--- config.mk ---
export PLATFORM = sky130hd
export DESIGN_NAME = json_string_unescape
export DESIGN_NICKNAME = d
export VERILOG_FILES = /design/src/design/jsu_pkg.sv /design/src/design/jsu_front.sv /design/src/design/jsu_queue.sv /design/src/design/jsu_back.sv /design/src/design/json_string_unescape.sv
export SDC_FILE = /design/constraint.sdc
export NUM_CORES = 1
export LEC_CHECK = 0
export ABC_AREA = 1
export BUFFER_PORTS_ARGS = -buffer_cell sky130_fd_sc_hd__buf_2
export CAP_MARGIN = 20
export CORE_MARGIN = 2
export CORE_UTILIZATION = 40
export CTS_CLUSTER_DIAMETER = 60
export DETAILED_ROUTE_END_ITERATION = 10
export GPL_ROUTABILITY_DRIVEN = 0
export PLACE_DENSITY = 0.67
export SLEW_MARGIN = 10
export SYNTH_ARGS = -nofsm -noshare
export SYNTH_HDL_FRONTEND = slang
export SYNTH_SLANG_ARGS = --single-unit
export TNS_END_PERCENT = 50
--- constraint.sdc ---
create_clock -name clk -period 10.8 [get_ports clk]
set_clock_uncertainty 0.05 [all_clocks]
set_input_delay 1.08 -clock clk [delete_from_list [all_inputs] [get_ports clk]]
set_output_delay 1.08 -clock clk [all_outputs]
set_load 0.005 [all_outputs]
--- src/design/jsu_pkg.sv ---
// Shared types and constants for the JSON string unescaper.
package jsu_pkg;

    // Result kinds on the output channel
    localparam logic [1:0] KIND_BYTE  = 2'd0;
    localparam logic [1:0] KIND_DONE  = 2'd1;
    localparam logic [1:0] KIND_ERROR = 2'd2;

    // Command queue geometry
    localparam int QDEPTH = 4;
    localparam int QAW    = $clog2(QDEPTH);
    localparam int QCW    = $clog2(QDEPTH + 1);

    // Most decoded bytes a single input byte can produce
    localparam int MAXB = 4;
    localparam int NBW  = $clog2(MAXB + 2);

    typedef enum logic [1:0] {
        TAIL_NONE  = 2'd0,
        TAIL_DONE  = 2'd1,
        TAIL_ERROR = 2'd2
    } tail_t;

    // One decoded step: up to four bytes, then an optional done/error result
    typedef struct packed {
        logic [MAXB-1:0][7:0] bytes;
        logic [NBW-1:0]       nbytes;
        tail_t                tail;
    } cmd_t;

endpackage

--- src/design/jsu_front.sv ---
// Front end: byte parser, escape/hex/surrogate decoding and UTF-8 encoding.
module jsu_front (
    input  logic          clk,
    input  logic          rst_n,
    input  logic          in_valid,
    input  logic [7:0]    in_byte,
    input  logic          last_in,
    output logic          in_ready,
    input  logic          q_full,
    output logic          push,
    output jsu_pkg::cmd_t cmd
);
    import jsu_pkg::*;

    typedef enum logic [6:0] {
        PH_IDLE = 7'b0000001,
        PH_BODY = 7'b0000010,
        PH_ESC  = 7'b0000100,
        PH_HEX1 = 7'b0001000,
        PH_SBS  = 7'b0010000,
        PH_SU   = 7'b0100000,
        PH_HEX2 = 7'b1000000
    } phase_t;

    localparam logic [7:0] CH_QUOTE = 8'h22;
    localparam logic [7:0] CH_BSL   = 8'h5c;
    localparam logic [7:0] CH_SLASH = 8'h2f;
    localparam logic [7:0] CH_SPACE = 8'h20;
    localparam logic [7:0] CH_B     = 8'h62;
    localparam logic [7:0] CH_F     = 8'h66;
    localparam logic [7:0] CH_N     = 8'h6e;
    localparam logic [7:0] CH_R     = 8'h72;
    localparam logic [7:0] CH_T     = 8'h74;
    localparam logic [7:0] CH_U     = 8'h75;

    localparam logic [5:0]  SUR_HIGH  = 6'b110110;
    localparam logic [5:0]  SUR_LOW   = 6'b110111;
    localparam logic [10:0] PLANE_ONE = 11'h040;

    phase_t      phase_reg, phase_next;
    logic [15:0] acc_reg, acc_next;
    logic [1:0]  cnt_reg, cnt_next;
    logic [9:0]  pend_reg, pend_next;

    logic        accept;
    logic        err, done, emit_raw, emit_cp;
    logic [7:0]  raw_val;
    logic [20:0] cp;
    logic        hex_ok;
    logic [3:0]  hex_val;
    logic [15:0] acc_shift;
    logic [MAXB-1:0][7:0] enc_bytes;
    logic [NBW-1:0]       enc_n;

    assign in_ready = !q_full;
    assign accept   = in_valid && in_ready;

    always_comb
    begin
        hex_ok  = 1'b1;
        hex_val = 4'd0;
        priority if (in_byte >= 8'h30 && in_byte <= 8'h39)
            hex_val = 4'(in_byte - 8'h30);
        else if (in_byte >= 8'h61 && in_byte <= 8'h66)
            hex_val = 4'(in_byte - 8'h57);
        else if (in_byte >= 8'h41 && in_byte <= 8'h46)
            hex_val = 4'(in_byte - 8'h37);
        else
            hex_ok = 1'b0;
    end

    assign acc_shift = {acc_reg[11:0], hex_val};

    always_comb
    begin
        phase_next = phase_reg;
        acc_next   = acc_reg;
        cnt_next   = cnt_reg;
        pend_next  = pend_reg;
        err        = 1'b0;
        done       = 1'b0;
        emit_raw   = 1'b0;
        emit_cp    = 1'b0;
        raw_val    = in_byte;
        cp         = '0;
        unique case (phase_reg)
            PH_BODY:
            begin
                priority if (in_byte == CH_QUOTE)
                begin
                    done       = 1'b1;
                    phase_next = PH_IDLE;
                end
                else if (in_byte < CH_SPACE)
                    err = 1'b1;
                else if (in_byte == CH_BSL)
                    phase_next = PH_ESC;
                else
                    emit_raw = 1'b1;
            end
            PH_ESC:
            begin
                phase_next = PH_BODY;
                emit_raw   = 1'b1;
                priority if (in_byte == CH_QUOTE || in_byte == CH_BSL || in_byte == CH_SLASH)
                    raw_val = in_byte;
                else if (in_byte == CH_B)
                    raw_val = 8'h08;
                else if (in_byte == CH_F)
                    raw_val = 8'h0c;
                else if (in_byte == CH_N)
                    raw_val = 8'h0a;
                else if (in_byte == CH_R)
                    raw_val = 8'h0d;
                else if (in_byte == CH_T)
                    raw_val = 8'h09;
                else if (in_byte == CH_U)
                begin
                    emit_raw   = 1'b0;
                    phase_next = PH_HEX1;
                    acc_next   = '0;
                    cnt_next   = '0;
                end
                else
                begin
                    emit_raw = 1'b0;
                    err      = 1'b1;
                end
            end
            PH_HEX1, PH_HEX2:
            begin
                if (!hex_ok)
                    err = 1'b1;
                else
                begin
                    acc_next = acc_shift;
                    if (cnt_reg != 2'd3)
                        cnt_next = cnt_reg + 2'd1;
                    else
                    begin
                        cnt_next = '0;
                        if (phase_reg == PH_HEX1)
                        begin
                            priority if (acc_shift[15:10] == SUR_HIGH)
                            begin
                                pend_next  = acc_shift[9:0];
                                phase_next = PH_SBS;
                            end
                            else if (acc_shift[15:10] == SUR_LOW)
                                err = 1'b1;
                            else
                            begin
                                emit_cp    = 1'b1;
                                cp         = {5'd0, acc_shift};
                                phase_next = PH_BODY;
                            end
                        end
                        else
                        begin
                            if (acc_shift[15:10] != SUR_LOW)
                                err = 1'b1;
                            else
                            begin
                                // 0x10000 + (high << 10) + low, bits line up directly
                                emit_cp    = 1'b1;
                                cp         = {{1'b0, pend_reg} + PLANE_ONE, acc_shift[9:0]};
                                phase_next = PH_BODY;
                            end
                        end
                    end
                end
            end
            PH_SBS:
            begin
                if (in_byte == CH_BSL)
                    phase_next = PH_SU;
                else
                    err = 1'b1;
            end
            PH_SU:
            begin
                if (in_byte == CH_U)
                begin
                    phase_next = PH_HEX2;
                    acc_next   = '0;
                    cnt_next   = '0;
                end
                else
                    err = 1'b1;
            end
            default:
            begin
                if (in_byte == CH_QUOTE)
                    phase_next = PH_BODY;
                else
                    err = 1'b1;
            end
        endcase

        // input ran out inside the string
        if (!err && last_in && phase_next != PH_IDLE)
            err = 1'b1;

        if (err || phase_next == PH_IDLE)
        begin
            phase_next = PH_IDLE;
            acc_next   = '0;
            cnt_next   = '0;
            pend_next  = '0;
        end
    end

    // UTF-8 encoder
    always_comb
    begin
        enc_bytes = '0;
        priority if (cp[20:7] == '0)
        begin
            enc_n        = NBW'(1);
            enc_bytes[0] = {1'b0, cp[6:0]};
        end
        else if (cp[20:11] == '0)
        begin
            enc_n        = NBW'(2);
            enc_bytes[0] = {3'b110, cp[10:6]};
            enc_bytes[1] = {2'b10, cp[5:0]};
        end
        else if (cp[20:16] == '0)
        begin
            enc_n        = NBW'(3);
            enc_bytes[0] = {4'b1110, cp[15:12]};
            enc_bytes[1] = {2'b10, cp[11:6]};
            enc_bytes[2] = {2'b10, cp[5:0]};
        end
        else
        begin
            enc_n        = NBW'(4);
            enc_bytes[0] = {5'b11110, cp[20:18]};
            enc_bytes[1] = {2'b10, cp[17:12]};
            enc_bytes[2] = {2'b10, cp[11:6]};
            enc_bytes[3] = {2'b10, cp[5:0]};
        end
    end

    always_comb
    begin
        cmd.bytes  = '0;
        cmd.nbytes = '0;
        if (emit_raw)
        begin
            cmd.bytes[0] = raw_val;
            cmd.nbytes   = NBW'(1);
        end
        else if (emit_cp)
        begin
            cmd.bytes  = enc_bytes;
            cmd.nbytes = enc_n;
        end
        if (err)
            cmd.tail = TAIL_ERROR;
        else if (done)
            cmd.tail = TAIL_DONE;
        else
            cmd.tail = TAIL_NONE;
    end

    assign push = accept && (cmd.nbytes != '0 || cmd.tail != TAIL_NONE);

    always_ff @(posedge clk or negedge rst_n)
    begin
        if (!rst_n)
        begin
            phase_reg <= PH_IDLE;
            acc_reg   <= '0;
            cnt_reg   <= '0;
            pend_reg  <= '0;
        end
        else if (accept)
        begin
            phase_reg <= phase_next;
            acc_reg   <= acc_next;
            cnt_reg   <= cnt_next;
            pend_reg  <= pend_next;
        end
    end

    a_err_to_idle: assert property (@(posedge clk) disable iff (!rst_n)
        (push && cmd.tail == TAIL_ERROR) |=> (phase_reg == PH_IDLE && pend_reg == '0))
        else $error("front not idle after error");

    a_surrogate_held: assert property (@(posedge clk) disable iff (!rst_n)
        (phase_reg == PH_SBS && !accept) |=> (phase_reg == PH_SBS && $stable(pend_reg)))
        else $error("pending high surrogate lost while stalled");

endmodule

--- src/design/jsu_queue.sv ---
// Small register FIFO of decoded commands between front and back end.
module jsu_queue (
    input  logic          clk,
    input  logic          rst_n,
    input  logic          push,
    input  jsu_pkg::cmd_t wr_cmd,
    output logic          full,
    input  logic          pop,
    output logic          empty,
    output jsu_pkg::cmd_t head
);
    import jsu_pkg::*;

    cmd_t           q_reg [QDEPTH];
    logic [QAW-1:0] wr_ptr_reg, rd_ptr_reg;
    logic [QCW-1:0] cnt_reg, cnt_next;

    assign full  = (cnt_reg == QCW'(QDEPTH));
    assign empty = (cnt_reg == '0);
    assign head  = q_reg[rd_ptr_reg];

    always_comb
    begin
        cnt_next = cnt_reg;
        if (push && !pop)
            cnt_next = cnt_reg + QCW'(1);
        else if (pop && !push)
            cnt_next = cnt_reg - QCW'(1);
    end

    always_ff @(posedge clk)
    begin
        if (push)
            q_reg[wr_ptr_reg] <= wr_cmd;
    end

    always_ff @(posedge clk or negedge rst_n)
    begin
        if (!rst_n)
        begin
            wr_ptr_reg <= '0;
            rd_ptr_reg <= '0;
            cnt_reg    <= '0;
        end
        else
        begin
            if (push)
                wr_ptr_reg <= wr_ptr_reg + QAW'(1);
            if (pop)
                rd_ptr_reg <= rd_ptr_reg + QAW'(1);
            cnt_reg <= cnt_next;
        end
    end

    a_no_overflow: assert property (@(posedge clk) disable iff (!rst_n)
        !(push && full))
        else $error("push into full queue");

    a_no_underflow: assert property (@(posedge clk) disable iff (!rst_n)
        !(pop && empty))
        else $error("pop from empty queue");

endmodule

--- src/design/jsu_back.sv ---
// Back end: expands queued commands into single results on the output register.
module jsu_back (
    input  logic          clk,
    input  logic          rst_n,
    input  logic          empty,
    input  jsu_pkg::cmd_t head,
    output logic          pop,
    output logic          out_valid,
    input  logic          out_ready,
    output logic [7:0]    out_byte,
    output logic [1:0]    kind,
    output logic          run_end
);
    import jsu_pkg::*;

    logic [NBW-1:0] idx_reg;
    logic           out_valid_reg;
    logic [7:0]     out_byte_reg;
    logic [1:0]     kind_reg;
    logic           run_end_reg;

    logic [NBW-1:0] total;
    logic           is_last;
    logic           load;
    logic [7:0]     sel_byte;
    logic [1:0]     sel_kind;

    assign total   = head.nbytes + NBW'(head.tail != TAIL_NONE);
    assign is_last = (idx_reg == total - NBW'(1));
    assign load    = !empty && (!out_valid_reg || out_ready);
    assign pop     = load && is_last;

    always_comb
    begin
        if (idx_reg < head.nbytes)
        begin
            sel_byte = head.bytes[idx_reg[$clog2(MAXB)-1:0]];
            sel_kind = KIND_BYTE;
        end
        else
        begin
            sel_byte = '0;
            sel_kind = (head.tail == TAIL_DONE) ? KIND_DONE : KIND_ERROR;
        end
    end

    always_ff @(posedge clk or negedge rst_n)
    begin
        if (!rst_n)
        begin
            out_valid_reg <= 1'b0;
            idx_reg       <= '0;
        end
        else
        begin
            if (load)
            begin
                out_valid_reg <= 1'b1;
                idx_reg       <= is_last ? '0 : idx_reg + NBW'(1);
            end
            else if (out_ready)
                out_valid_reg <= 1'b0;
        end
    end

    always_ff @(posedge clk)
    begin
        if (load)
        begin
            out_byte_reg <= sel_byte;
            kind_reg     <= sel_kind;
            run_end_reg  <= is_last;
        end
    end

    assign out_valid = out_valid_reg;
    assign out_byte  = out_byte_reg;
    assign kind      = kind_reg;
    assign run_end   = run_end_reg;

    a_tail_ends_run: assert property (@(posedge clk) disable iff (!rst_n)
        (out_valid_reg && kind_reg != KIND_BYTE) |-> (run_end_reg && out_byte_reg == '0))
        else $error("done/error result not last of its run");

    a_idx_reset_on_pop: assert property (@(posedge clk) disable iff (!rst_n)
        pop |=> (idx_reg == '0))
        else $error("result index not cleared after command");

endmodule

--- src/design/json_string_unescape.sv ---
// Top level of the JSON string unescaper.
//
// Input channel (in_valid/in_ready): one raw byte of a JSON string token per
// transaction, quotes included, last_in set on the final byte of the buffer.
// Output channel (out_valid/out_ready): one result per transaction; kind 0
// carries a decoded byte, kind 1 reports a closed string, kind 2 a malformed
// one. run_end marks the last result produced by a given input byte.
// The front end decodes one byte per cycle while the queue is not full and
// posts zero or one command (up to four UTF-8 bytes plus an optional
// done/error result) into a four-entry queue; the back end drains one
// result per cycle into the output register while it is empty or taken.
// The first result of an input transaction passes through a queue entry
// and then the output register. Throughput is one input byte per cycle
// while out_ready is high and each byte yields at most one result; a byte
// with several results holds the output port; the queue absorbs such bursts.
// When out_ready is low the output register holds, the queue fills and
// in_ready drops once all four entries are taken.
// Reset (rst_n, asynchronous, active low) returns the decoder to idle,
// awaiting an opening quote, and empties the queue.
module json_string_unescape (
    input  logic       clk,
    input  logic       rst_n,
    input  logic       in_valid,
    output logic       in_ready,
    input  logic [7:0] in_byte,
    input  logic       last_in,
    output logic       out_valid,
    input  logic       out_ready,
    output logic [7:0] out_byte,
    output logic [1:0] kind,
    output logic       run_end
);
    import jsu_pkg::*;

    cmd_t fe_cmd, q_head;
    logic fe_push, q_full, q_empty, be_pop;

    jsu_front u_front (
        .clk      (clk),
        .rst_n    (rst_n),
        .in_valid (in_valid),
        .in_byte  (in_byte),
        .last_in  (last_in),
        .in_ready (in_ready),
        .q_full   (q_full),
        .push     (fe_push),
        .cmd      (fe_cmd)
    );

    jsu_queue u_queue (
        .clk    (clk),
        .rst_n  (rst_n),
        .push   (fe_push),
        .wr_cmd (fe_cmd),
        .full   (q_full),
        .pop    (be_pop),
        .empty  (q_empty),
        .head   (q_head)
    );

    jsu_back u_back (
        .clk       (clk),
        .rst_n     (rst_n),
        .empty     (q_empty),
        .head      (q_head),
        .pop       (be_pop),
        .out_valid (out_valid),
        .out_ready (out_ready),
        .out_byte  (out_byte),
        .kind      (kind),
        .run_end   (run_end)
    );

endmodule
# Yosys cells after proc, flatten, opt, wreduce, memory -nomap -nowiden
# Memory sizes are Yosys's and may differ from the RTL's.
# Index checks and enable logic that the tools add are counted.
# W data, S select, Z words.
# word_totals
inputBits	13
out_inout_bits	13
mem_bits_rw	148
n_memories	1
romBits	0
regBits	57
latch_bits	0
elab_cells	234
# op_classes
n_bitwise	0
muxes	129
order_cmp	9
add_sub_neg	12
reduce_logical	39
n_mul	0
eq_ne	32
shifts	0
div_mod_pow	0
# memory_table
name	depth	width	read_ports	rd_clocked_by_memory_dff	write_ports	line	text
u_queue.q_reg	4	37	1	0	1	jsu_queue.sv:14	cmd_t q_reg [QDEPTH];
# op_table
cell	n
$mux W16	12
$mux W7	19
$mux W21	6
$mux W8	10
$mux W10	6
$eq A8 B7 Y1 const B	7
$mux W24	2
$pmux W16 S3	1
$mux W1	43
$mux W35	1
$pmux W7 S5	1
$mux W2	12
$mux W22	1
$mux W3	6
$ne A3 B3 Y1 const B	6
$bmux W8 S2	1
$eq A8 B6 Y1 const B	2
$ge A8 B7 Y1 const B	2
$le A8 B7 Y1 const B	2
$mux W4	4
$reduce_bool A2 Y1	8
$logic_not A14 Y1	1
$eq A6 B6 Y1 const B	2
$add A10 B7 Y11 const B	1
40 further kinds	65

# Logic depth before layout (Yosys ltp)
# Gate-level depths: netlist (run 1).
# logic_depth
word_depth	24
ltp_mapped	24
mapped_depth_nobuf	24

# Hierarchy
# A second synthesis (run 1) with hierarchy kept.
# unflattened
cells_unflattened	1224
hier_area_um2	11109.4
# by_module_without_submodules
mod	cells_each	area_per_inst_um2	seq_area_each_um2	n_inst
jsu_queue	480	6369.9	4619.4	1
jsu_front	609	3731.1	777.0	1
jsu_back	135	1008.5	430.4	1

# Worst setup path before layout (run 1)
# OpenSTA, ideal clock, no wires.
# synth_path
path_kind	in2reg
startpoint	in in_byte[1]
endpoint	mem u_queue.q_reg[0][0] in the netlist's numbering, enable pin
path_buffers	0
cell_stages	18
required_ps	10327
t_arrival_ps	4208
setup_ps	423
path_slack_ps	6119
path_cell_list	inv_1 -> ha_1 -> inv_1 -> nand3b_1 -> nand3_2 -> nand2_4 -> nand3_4 -> nor2_8 -> nand2_4 -> nand3_4 -> nor2_2 -> nand2_4 -> clkinv_2 -> nand3_1 -> inv_1 -> nand3_2 -> nand2_4 -> nor2_1
# synth_via
elab_chain_cells	19
word_cells_on_any_way	88
cone_classes	order compare: 7; eq/ne: 10; mux: 56; reduce/logical: 15
# synth_rtl
item	line	text
start, declared	json_string_unescape.sv:25	input logic [7:0] in_byte,
parallel branches: the longest is 15 deep, another holds $ge A8 B7 Y1	--	
$logic_or A1 B1 Y1 *	jsu_front.sv:267	assign push = accept && (cmd.nbytes != '0 || cmd.tail != TAIL_NONE);
$logic_and A1 B1 Y1 *	jsu_front.sv:267	
$mux W1 *	jsu_queue.sv:33	if (push)
$mux W1 (implied by the code) *	jsu_queue.sv:34	q_reg[wr_ptr_reg] <= wr_cmd;
end, declared	jsu_queue.sv:14	
# Mark *: on every way between the ends.

# Worst setup path in the final report (run 1)
# layout_path
startpoint	reg u_queue.rd_ptr_reg[1]
endpoint	reg u_queue.cnt_reg[2]
# layout_via
elab_chain_cells	9
word_cells_on_any_way	11
cone_classes	add/sub: 2; eq/ne: 1; mux: 1; reduce/logical: 6; memory: 1
# layout_rtl
item	line	text
start, declared	jsu_queue.sv:15	logic [QAW-1:0] wr_ptr_reg, rd_ptr_reg;
start signal, assigned	jsu_queue.sv:50	rd_ptr_reg <= rd_ptr_reg + QAW'(1);
$mem_v2 Z4 W37 *	--	
$reduce_bool A2 Y1	jsu_back.sv:28	assign total = head.nbytes + NBW'(head.tail != TAIL_NONE);
$add A3 B1 Y3 *	jsu_back.sv:28	
$sub A3 B1 Y3 *	jsu_back.sv:29	assign is_last = (idx_reg == total - NBW'(1));
$eq A3 B3 Y1 *	jsu_back.sv:29	
via u_back.is_last	jsu_back.sv:23	logic is_last;
$logic_and A1 B1 Y1 *	jsu_back.sv:31	assign pop = load && is_last;
$logic_not A1 Y1	jsu_queue.sv:25	if (push && !pop)
$logic_and A1 B1 Y1	jsu_queue.sv:25	
$mux W3 or $reduce_bool A2 Y1 (tied branches)	--	
end signal, assigned	jsu_queue.sv:51	cnt_reg <= cnt_next;
end, declared	jsu_queue.sv:16	logic [QCW-1:0] cnt_reg, cnt_next;
# The timed path passes the listed nets; every way through them passes the cells marked *.
# A chain may end at the register's enable or synchronous reset.

==> metrics.md, run 1 <==
| Metric | Value |
|---|---|
| Pleak | `4.19 nW` |
| Reg2reg setup slack | `5.81 ns` |
| Sequential share of the synthesized area | `0.566` |
| Mean post-synth cell area | `9.46 µm²` |
| Critical path startpoint | `u_queue.rd_ptr_reg[1]` |
| Initial Util | `0.405` |
| Fin cells | `1348` |
| Switch share | `0.352` |
| Reg2Reg Depth | `19` |
| Fin. Hold Viols | `0` |
| Clock Latency Late Sink | `0.43 ns` |
| Mapped Area | `9450 µm²` |
| ANT nets after route | `0` |
| Final WS setup | `5.81 ns` |
| Nets | `1047` |
| Vias per inst | `5.48` |
| Drt drc | `0` |
| Reg power frac | `0.429` |
| First-pass GRT wire length | `around 38 mm` |
| Synth-to-layout area growth | `12.1%` |
| Final HPWL DP | `15.7 mm` |
| Max Cap Viol | `0` |
| Post-CTS setup buffer count | `0` |
| Most common cell on crit path | `inv_1` |
| Ys flop type | `edfxtp_1` |
| Buf/Inv on CP | `6` |
| Synth warn | `0` |
| Max reg flops | `132` |
| Clock slew at reported path FFs | `about 0.070 ns` |
| CP peak stage delay | `1.10 ns` |
| Yosys cell types | `53` |
| Clock power frac | `0.273` |
| Root Buffer | `clkbuf_16` |
| Reported net switching power | `0.835 mW` |
| RR Endpoint | `u_queue.cnt_reg[2]` |
| Dpl ws | `5.84 ns` |
| # clock sinks | `185` |
| Post-synth EDFFs | `143` |
| Critical path data arrival time | `5.25 ns` |
| Finish-stage setup viols | `0` |
| TritonRoute pass-1 iters | `5` |
| PwrDens | `224 nW/µm²` |
| Antenna violations before repair | `1` |
| Post-layout util | `0.454` |
| Yosys reg bits | `~190` |
| Async SR Flop Fraction | `0.227` |
| Cells after synthesis | `999` |
| Worst vdd ir | `137 µV` |
| Number of buffers added on ports | `25` |
| CTS tree | `built` |
| Layout cells sized above 1 | `0.118` |
| WL per Instance | `about 17 µm` |
| Data required, critical path | `11.06 ns` |
| Worst-path cell chain | `clkinv_1 -> buf_4 -> a32oi_1 -> inv_1 -> nand2_1 -> inv_1 -> ha_1 -> ha_1 -> xor2_1 -> xor2_1 -> nand2_1 -> inv_1 -> nand2_1 -> ha_1 -> inv_1 -> fa_1 -> a21oi_1 -> o21ai_0 -> xor2_1` |
| Setup TNS | `0 ns` |
| Largest net degree at the start of global routing | `69` |
| Worst-Margin Slew | `1.14 ns` |
| RSZ-0062 raised after global routing | `no` |
| CP Launch Type | `flip-flop` |
| Minimum clock period | `4.99 ns` |
| DIE AREA | `approximately 25000 µm²` |
| Most frequent cells in the layout | `nand2_1, edfxtp_1, nor2_1` |
| Most common cell after layout, fill and taps aside | `nand2_1` |
| Crit path capture type | `flip-flop` |
| Number of global-route vias before repair | `7001` |
| Clk buf depth | `2` |
| Gate power share | `0.298` |
| Max Freq | `200 MHz` |
| Vias | `7381` |
| Outcome | `completed` |
| Final Cycle Share | `0.462` |
| Worst-path fanout max | `31` |
| Largest delay contributor family on the critical path | `buffers and inverters` |
| Rows | `56` |
| Crit path kind | `flip-flop to flip-flop` |
| CTS resizes | `0` |
| Ant diodes | `0` |
| Die Y | `158 µm` |
| Slew HR | `0.239` |
| Placed insts | `between 1000 and 1500` |
| Die W | `approximately 160 µm` |
| Crit path depth | `19` |
| CTS buffer count | `17` |
| CTS HTree Levels | `4` |
| Net Count, Synth | `1030` |
| R2R Path Start | `u_queue.rd_ptr_reg[1]` |
| Hold Crit Class | `flip-flop to flip-flop` |
| First DRT Iteration DRCs | `791` |
| Core area | `~23000 µm²` |
| Setup crit end | `u_queue.cnt_reg[2]` |
| Number of I/O pins | `26` |
| Worst Hold Margin | `0.452 ns` |
| Total routed wirelength | `23.3 mm` |
| Overall routing resource usage | `0.196` |
| Cts hold-fix bufs | `0` |
| GRT Residual Overflow | `0` |
| Internal power | `between 1.5 and 2 mW` |
| Crit-path slowest cell | `dfrtp_1` |
| Fin. max-slew vios | `0` |
==> power groups by stage <==
| stage | combinational, mW | sequential, mW | clock (mW) |
|---|---|---|---|
| after CTS | 0.686 | 1.02 | 0.658 |
| after detailed placement | 0.685 | 1.03 | 0 |
| final | 0.707 | 1.02 | 0.649 |
| after global placement | 0.666 | 1.03 | 0 |
| after floorplan | 0.487 | 0.999 | 0 |
| after global routing | 0.796 | 1.03 | 0.684 |
==> final cells by class <==
cell class / count / area, µm²
timing repair buffer: 35 / 263
clock inverter: 10 / 120
multi-input combinational: 681 / 3600
tap: 319 / 399
fill: 2178 / 12700
sequential: 185 / 5350
inverter: 96 / 362
clock buffer: 22 / 507
==> per-layer routing <==
layer,share of wire,track usage,vias to the layer above
met5,0,0,-
met4,0.020,0.0576,0
met1,0.44,0.266,3505
met3,0.073,0.0408,40
li1,-,-,3515
met2,0.47,0.317,321
==> worst min-delay path by stage <==
stage                                  start                  to  slack [ns]  depth (start not counted)
final                     u_front.cnt_reg[1]  u_front.cnt_reg[1]        0.45                          2
after global routing      u_front.cnt_reg[1]  u_front.cnt_reg[1]        0.48                          2
after CTS                 u_front.cnt_reg[1]  u_front.cnt_reg[1]        0.45                          2
after detailed placement  u_front.cnt_reg[1]  u_front.cnt_reg[1]        0.44                          2
after global placement    u_front.cnt_reg[1]  u_front.cnt_reg[1]        0.42                          2
after floorplan           u_front.cnt_reg[1]  u_front.cnt_reg[1]        0.40                          2
==> synth_stat cells (all sizes together), types with 2 or more instances <==
cell type / n / area share
a32oi: 2 / 0.0019
nand3: 73 / 0.043
nor3: 15 / 0.0095
o221ai: 8 / 0.0074
dfrtp: 41 / 0.11
a32o: 2 / 0.0021
nand2: 223 / 0.095
nor2: 125 / 0.054
a21oi: 25 / 0.014
a31oi: 9 / 0.0060
nand4: 23 / 0.017
o21ai: 94 / 0.053
o211ai: 10 / 0.0079
inv: 94 / 0.037
xor2: 6 / 0.0056
o2111ai: 2 / 0.0019
buf: 12 / 0.0090
o21a: 2 / 0.0016
clkinv: 2 / 0.00093
edfxtp: 143 / 0.45
o22ai: 29 / 0.019
a221oi: 2 / 0.0019
ha: 17 / 0.023
nand3b: 2 / 0.0016
nor4: 2 / 0.0013
clkbuf: 25 / 0.0099
xnor2: 3 / 0.0028
==> stage by stage <==
step           power [mW]  area, µm²
2_1_floorplan        1.49       9450
3_3_place_gp         1.70       9870
3_5_place_dp         1.72       9870
4_1_cts              2.36      10500
5_1_grt              2.51      10600
6_report             2.37      10600
==> tightest hold or removal path, delay by kind of cell, from the launching register on <==
family        cells  cell delay (ns)
simple gates      2             0.12
flops             1             0.36
==> cells by family after synthesis <==
kind of cell             share of synthesized area
XOR/XNOR                                   0.00834
AO/OA/AOI/OAI                                0.120
flip-flops                                   0.566
adder cells (fa/ha/maj)                     0.0246
AND/OR/NAND/NOR                              0.224
buffers and inverters                       0.0572
(Power assumes the default switching activity.)
==> inputs of run 2 (changes only) <==
- PLACE_DENSITY: 0.67 -> 0.69
- clock period: 10.8 -> 4.4 ns (I/O delays scaled with it)
==> run 2 against run 1 <==
- global-route usage decreased by 0.30 points
- setup slack got worse by 5.2 ns
- routed wire length decreased by 0.90%
- flip-flop and latch count unchanged
- critical path type unchanged
- first-iteration DRC count decreased by 15%
- worst hold slack got worse by 0.44 ns
- largest cell class unchanged
==> metrics.md, run 2 (synthesized netlist as in run 1, its figures left out) <==
| Metric | Value |
|---|---|
| DIE AREA | `24900 µm²` |
| Root Buffer | `clkbuf_16` |
| Clock Latency Late Sink | `0.44 ns` |
| Max Cap Viol | `0` |
| Vias per inst | `between 5 and 6` |
| Reg2reg setup slack | `0.59 ns` |
| Worst Hold Margin | `0.0157 ns` |
| Fin cells | `1355` |
| Total Power | `5.78 mW` |
| Synth-to-layout area growth | `11.9%` |
| Drt drc | `0` |
| CTS buffer count | `17` |
| First-pass GRT wire length | `36.9 mm` |
| CTS HTree Levels | `4` |
| Crit path capture type | `flip-flop` |
| Number of I/O pins | `26` |
| Vias | `7297` |
| Setup crit end | `u_queue.cnt_reg[2]` |
| First DRT Iteration DRCs | `670` |
| Worst-path fanout max | `13` |
| Hold Crit Class | `primary input to async pin` |
| Cts hold-fix bufs | `0` |
| PwrDens | `approximately 550 nW/µm²` |
| Most common cell after layout, fill and taps aside | `nand2_1` |
| Max Freq | `262 MHz` |
| GRT Residual Overflow | `0` |
| Crit path kind | `flip-flop to flip-flop` |
| Die Y | `158 µm` |
| Initial Util | `0.405` |
| Critical path data arrival time | `4.08 ns` |
| R2R Path Start | `u_front.phase_reg[5]` |
| Fin area | `10600 µm²` |
| Max reg flops | `~130` |
| Clock slew at reported path FFs | `~0.070 ns` |
| CTS tree | `built` |
| Reg2Reg Depth | `21` |
| Number of global-route vias before repair | `6857` |
| Post-DP Area | `9960 µm²` |
| Fin. Hold Viols | `0` |
| Placed insts | `approximately 1300` |
| Die W | `158 µm` |
| Final HPWL DP | `approximately 16 mm` |
| Final Cycle Share | `0.867` |
| Slew HR | `0.581` |
| WL per Instance | `about 17 µm` |
| Finish-stage setup viols | `0` |
| Total routed wirelength | `23.1 mm` |
| Fin. max-slew vios | `0` |
| Pleak | `~4.2 nW` |
| Rows | `56` |
| Minimum clock period | `3.81 ns` |
| Worst vdd ir | `about 300 µV` |
| Layout cells sized above 1 | `0.124` |
| Antenna violations before repair | `0` |
| Post-CTS setup buffer count | `0` |
| Ant diodes | `0` |
| RR Endpoint | `u_queue.cnt_reg[2]` |
| Nets | `1054` |
| Dpl ws | `between 0.2 and 0.3 ns` |
| CP Launch Type | `flip-flop` |
| Largest net degree at the start of global routing | `59` |
| Overall routing resource usage | `0.193` |
| Data required, critical path | `4.67 ns` |
| Outcome | `completed` |
| Most frequent cells in the layout | `nand2_1, edfxtp_1, nor2_1` |
| Clk buf depth | `2` |
| Core area | `23300 µm²` |
| Post-layout util | `0.453` |
| Worst-Margin Slew | `0.627 ns` |
| Number of buffers added on ports | `25` |
| TritonRoute pass-1 iters | `7` |
| Critical path startpoint | `u_front.phase_reg[5]` |
| Setup TNS | `0 ns` |
| ANT nets after route | `0` |
| CTS resizes | `0` |
| Final WS setup | `between 0.5 and 0.6 ns` |
| RSZ-0062 raised after global routing | `no` |
| # clock sinks | `185` |
run 2: worst max-delay path, stage by stage (launching register included):
cell and delay [ns]:
dfrtp_1 0.42, nor2_1 0.14, nand2_1 0.17, nor2_4 0.24, nand2_1 0.13, o21ai_0 0.28, nand2_1 0.23, nand3_4 0.17
nor2_2 0.07, nand2_4 0.13, clkinv_2 0.15, nand3_1 0.10, inv_1 0.05, nand3_2 0.11, nand2_4 0.12, inv_1 0.09
ha_1 0.13, inv_1 0.07, fa_1 0.44, a21oi_1 0.15, o21ai_0 0.11, xor2_1 0.15
run 2: layout make-up:
cell class,instances,area [µm²]
repair buffers,42,265
well taps,319,399
clock buffers,17,425
flip-flops and latches,185,5350
clock inverters,15,185
multi-input cells,681,3590
fillers,2177,12800
inverters,96,362
run 2: worst min-delay path by stage:
stage                          end  cells past startpoint
6_report          u_back.out_valid                      2
5_1_grt           u_back.out_valid                      2
4_1_cts           u_back.out_valid                      2
3_5_place_dp   u_front.pend_reg[4]                      2
3_3_place_gp    u_front.cnt_reg[1]                      2
2_1_floorplan    u_back.idx_reg[0]                      0
run 2: metal layers:
layer,global-route usage,routed length [µm]
met5,0,0
met4,0.0732,541
met3,0.0391,1480
met2,0.305,10800
met1,0.261,10300
run 2: power breakdown:
part / total [mW] / internal, mW / switching, mW
logic: 1.77 / 0.558 / 1.21
clock network: 1.55 / 0.813 / 0.732
registers: 2.46 / 2.31 / 0.153
total: 5.78 / 3.68 / 2.09
==> inputs of run 3 (changes only) <==
- ABC_AREA: 1 -> default
==> run 3 against run 2 <==
- the flow now finishes with violations (DRC)
- non-clock buffer count is 12 higher
- area after synthesis is 4.6% lower
- total power is 9.5% lower
- clock-buffer cell count is 2 higher
- synthesized cell count is 35% lower
- register-to-register slack worse by 0.20 ns
- utilization is 0.43 points higher
- sequential power is 4% lower
- critical path depth is 10 lower
- highest routed layer unchanged
==> metrics.md, run 3 <==
| Metric | Value |
|---|---|
| Filler cell count | `1872` |
| Drt drc | `1` |
| Nets | `slightly above 700` |
| Total routed wirelength | `20.0 mm` |
| Clock Latency Late Sink | `0.43 ns` |
| RSZ-0062 raised after global routing | `no` |
| Critical path startpoint | `u_front.phase_reg[1]` |
| Largest delay contributor family on the critical path | `simple AND/OR/NAND/NOR gates` |
| Yosys cell types | `77` |
| Die Y | `about 150 µm` |
| Setup TNS | `0 ns` |
| Post-synth EDFFs | `about 140` |
| Post-DP Area | `9510 µm²` |
| DIE AREA | `23700 µm²` |
| Ant diodes | `0` |
| Initial Util | `0.410` |
| Buf/Inv on CP | `1` |
| Number of buffers added on ports | `25` |
| Share of the synthesized area in the top cell type | `0.476` |
| Number of global-route vias before repair | `slightly below 6000` |
| Clk buf depth | `2` |
| Net Count, Synth | `679` |
| Pleak | `3.71 nW` |
| CTS resizes | `0` |
| First-pass GRT wire length | `32.1 mm` |
| Max reg flops | `132` |
| Most frequent cells in the layout | `edfxtp_1, nand2_1, mux4_2, dfrtp_1, nor2_1` |
| Hold wc startpoint | `out_ready` |
| Finish-stage setup viols | `0` |
| Overall routing resource usage | `0.175` |
| Fin area | `10000 µm²` |
| Synth warn | `0` |
| Data required, critical path | `4.66 ns` |
| Final HPWL DP | `about 14 mm` |
| Root Buffer | `clkbuf_16` |
| Count leader, synth | `edfxtp_1` |
| Number of I/O pins | `26` |
| Vias per inst | `6.02` |
| CTS HTree Levels | `4` |
| Outcome | `complete, but fails checks` |
| Failing checks | `DRC` |
| Core area | `about 22000 µm²` |
| Synth area leader | `edfxtp_1` |
| Mapped Area | `roughly 9000 µm²` |
| Fin. max-slew vios | `0` |
| Worst-path cell chain | `or4_1 -> nor3_4 -> nor4_2 -> a211o_1 -> a311o_1 -> or4_4 -> o21a_4 -> ha_1 -> inv_1 -> fa_1 -> mux2_2` |
| Slew HR | `0.490` |
| Yosys reg bits | `185` |
| Most common cell after layout, fill and taps aside | `edfxtp_1` |
| WL per Instance | `between 20 and 25 µm` |
| Worst vdd ir | `between 300 and 400 µV` |
| Hold Crit Class | `primary input to flip-flop` |
| Max Cap Viol | `0` |
| Max Freq | `249 MHz` |
| Crit path depth | `11` |
| Minimum clock period | `between 4 and 5 ns` |
| Mean post-synth cell area | `roughly 14 µm²` |
| Ys flop type | `edfxtp_1` |
| Post-synth top cells | `edfxtp_1, dfrtp_1, nand2_1` |
| Clock slew at reported path FFs | `about 0.070 ns` |
| GRT Residual Overflow | `0` |
| Largest net degree at the start of global routing | `43` |
| # clock sinks | `between 150 and 200` |
| Worst-Margin Slew | `0.759 ns` |
| Fin. Hold Viols | `0` |
| CP Launch Type | `flip-flop` |
| Die W | `154 µm` |
| ANT nets after route | `0` |
| Top cells by area, synth | `edfxtp_1, dfrtp_1, mux4_2, a22o_1, ha_1` |
| Sequential share of the synthesized area | `0.593` |
| Crit path kind | `flip-flop to flip-flop` |
| Critical path data arrival time | `between 4 and 5 ns` |
| CTS tree | `built` |
| TritonRoute pass-1 iters | `9` |
| Final Cycle Share | `0.913` |
| CP peak stage delay | `0.71 ns` |
| Hold Path Cell Cnt | `2` |
| CTS buffer count | `17` |
| Cells after synthesis | `648` |
| Antenna violations before repair | `0` |
| R2R Path Start | `u_front.phase_reg[1]` |
| Rows | `54` |
| Worst-path fanout max | `9` |
| Crit path capture type | `flip-flop` |
| Async SR Flop Fraction | `0.227` |
| First DRT Iteration DRCs | `713` |
| Crit-path slowest cell | `or4_1` |
| Synth-to-layout area growth | `11.5%` |
| PwrDens | `520 nW/µm²` |
| Reg2Reg Depth | `11` |
| Vias | `5870` |
| Layout cells sized above 1 | `0.200` |
## run 3: path summary, 6_finish.rpt
kind / endpoint / slack [ns]
worst min register to register: u_queue.cnt_reg[2] / 0.46
min in group asynchronous: u_back.idx_reg[1] / 0.39
worst min-delay path: u_back.out_valid / 0.17
worst max-delay path: u_queue.cnt_reg[1] / 0.38
worst max register to register: u_queue.cnt_reg[1] / 0.38
max in group asynchronous: u_front.phase_reg[0] / 3.37
## run 3: repair_timing
action                                  4_1_cts  5_1_grt
hold buffers                                  0        1
endpoints found under the setup margin        0        0
endpoints found under the hold margin         0        7
buffers inserted                              0        0
## run 3: where the power goes
group / leakage (nW) / internal [mW] / switching, mW
sequential: 1.98 / 2.24 / 0.132
clock: 0.240 / 0.716 / 0.630
combinational: 1.49 / 0.721 / 0.790
## run 3: metal layers
metal	wire, µm	up-vias	track usage
met5	0	-	0
met4	355	0	0.0596
met3	1250	38	0.0366
met2	9830	241	0.279
met1	8530	2967	0.239
li1	-	2624	-
## run 3: area by class of cell
class | count | area (µm²) | area share
Sequential cell | 185 | 5350 | 0.532
Clock buffer | 19 | 433 | 0.0431
Multi-Input combinational cell | 406 | 3410 | 0.339
Timing Repair Buffer | 54 | 358 | 0.0356
Inverter | 19 | 71.3 | 0.00710
Tap cell | 280 | 350 | 0.0349
Clock inverter | 12 | 77.6 | 0.00772
## run 3: worst register-to-register path, stage by stage, from the launching register on
cell and delay (ns):
dfrtp_1 0.47, or4_1 0.71, nor3_4 0.25, nor4_2 0.10, a211o_1 0.29, a311o_1 0.35
or4_4 0.49, o21a_4 0.24, ha_1 0.22, inv_1 0.09, fa_1 0.39, mux2_2 0.26
## run 3: cell families (layout without fill, tap and decap cells)
| group | count (synthesis) | in the layout | share of synthesized area |
|---|---|---|---|
| and+or+nand+nor | 194 | 194 | 0.118 |
| DFF | 185 | 185 | 0.593 |
| AOI/OAI and AO/OA | 132 | 132 | 0.111 |
| buffers and inverters | 57 | 104 | 0.0290 |
| muxes | 45 | 45 | 0.106 |
| adders and majority gates | 18 | 18 | 0.0258 |
| xor gates and xnor gates | 17 | 17 | 0.0165 |
## run 3: per-stage QoR
stage	power [mW]	setup slack, ns	hold slack [ns]	utilization	std cells
after floorplan	3.47	0.179	0.0944	-	648
after global placement	3.85	0.206	0.427	0.433	942
after detailed placement	3.93	0.158	0.445	0.433	942
after CTS	5.28	0.383	0.154	0.456	973
after global routing	5.49	0.129	0.168	0.457	975
final	5.23	0.385	0.168	0.457	975
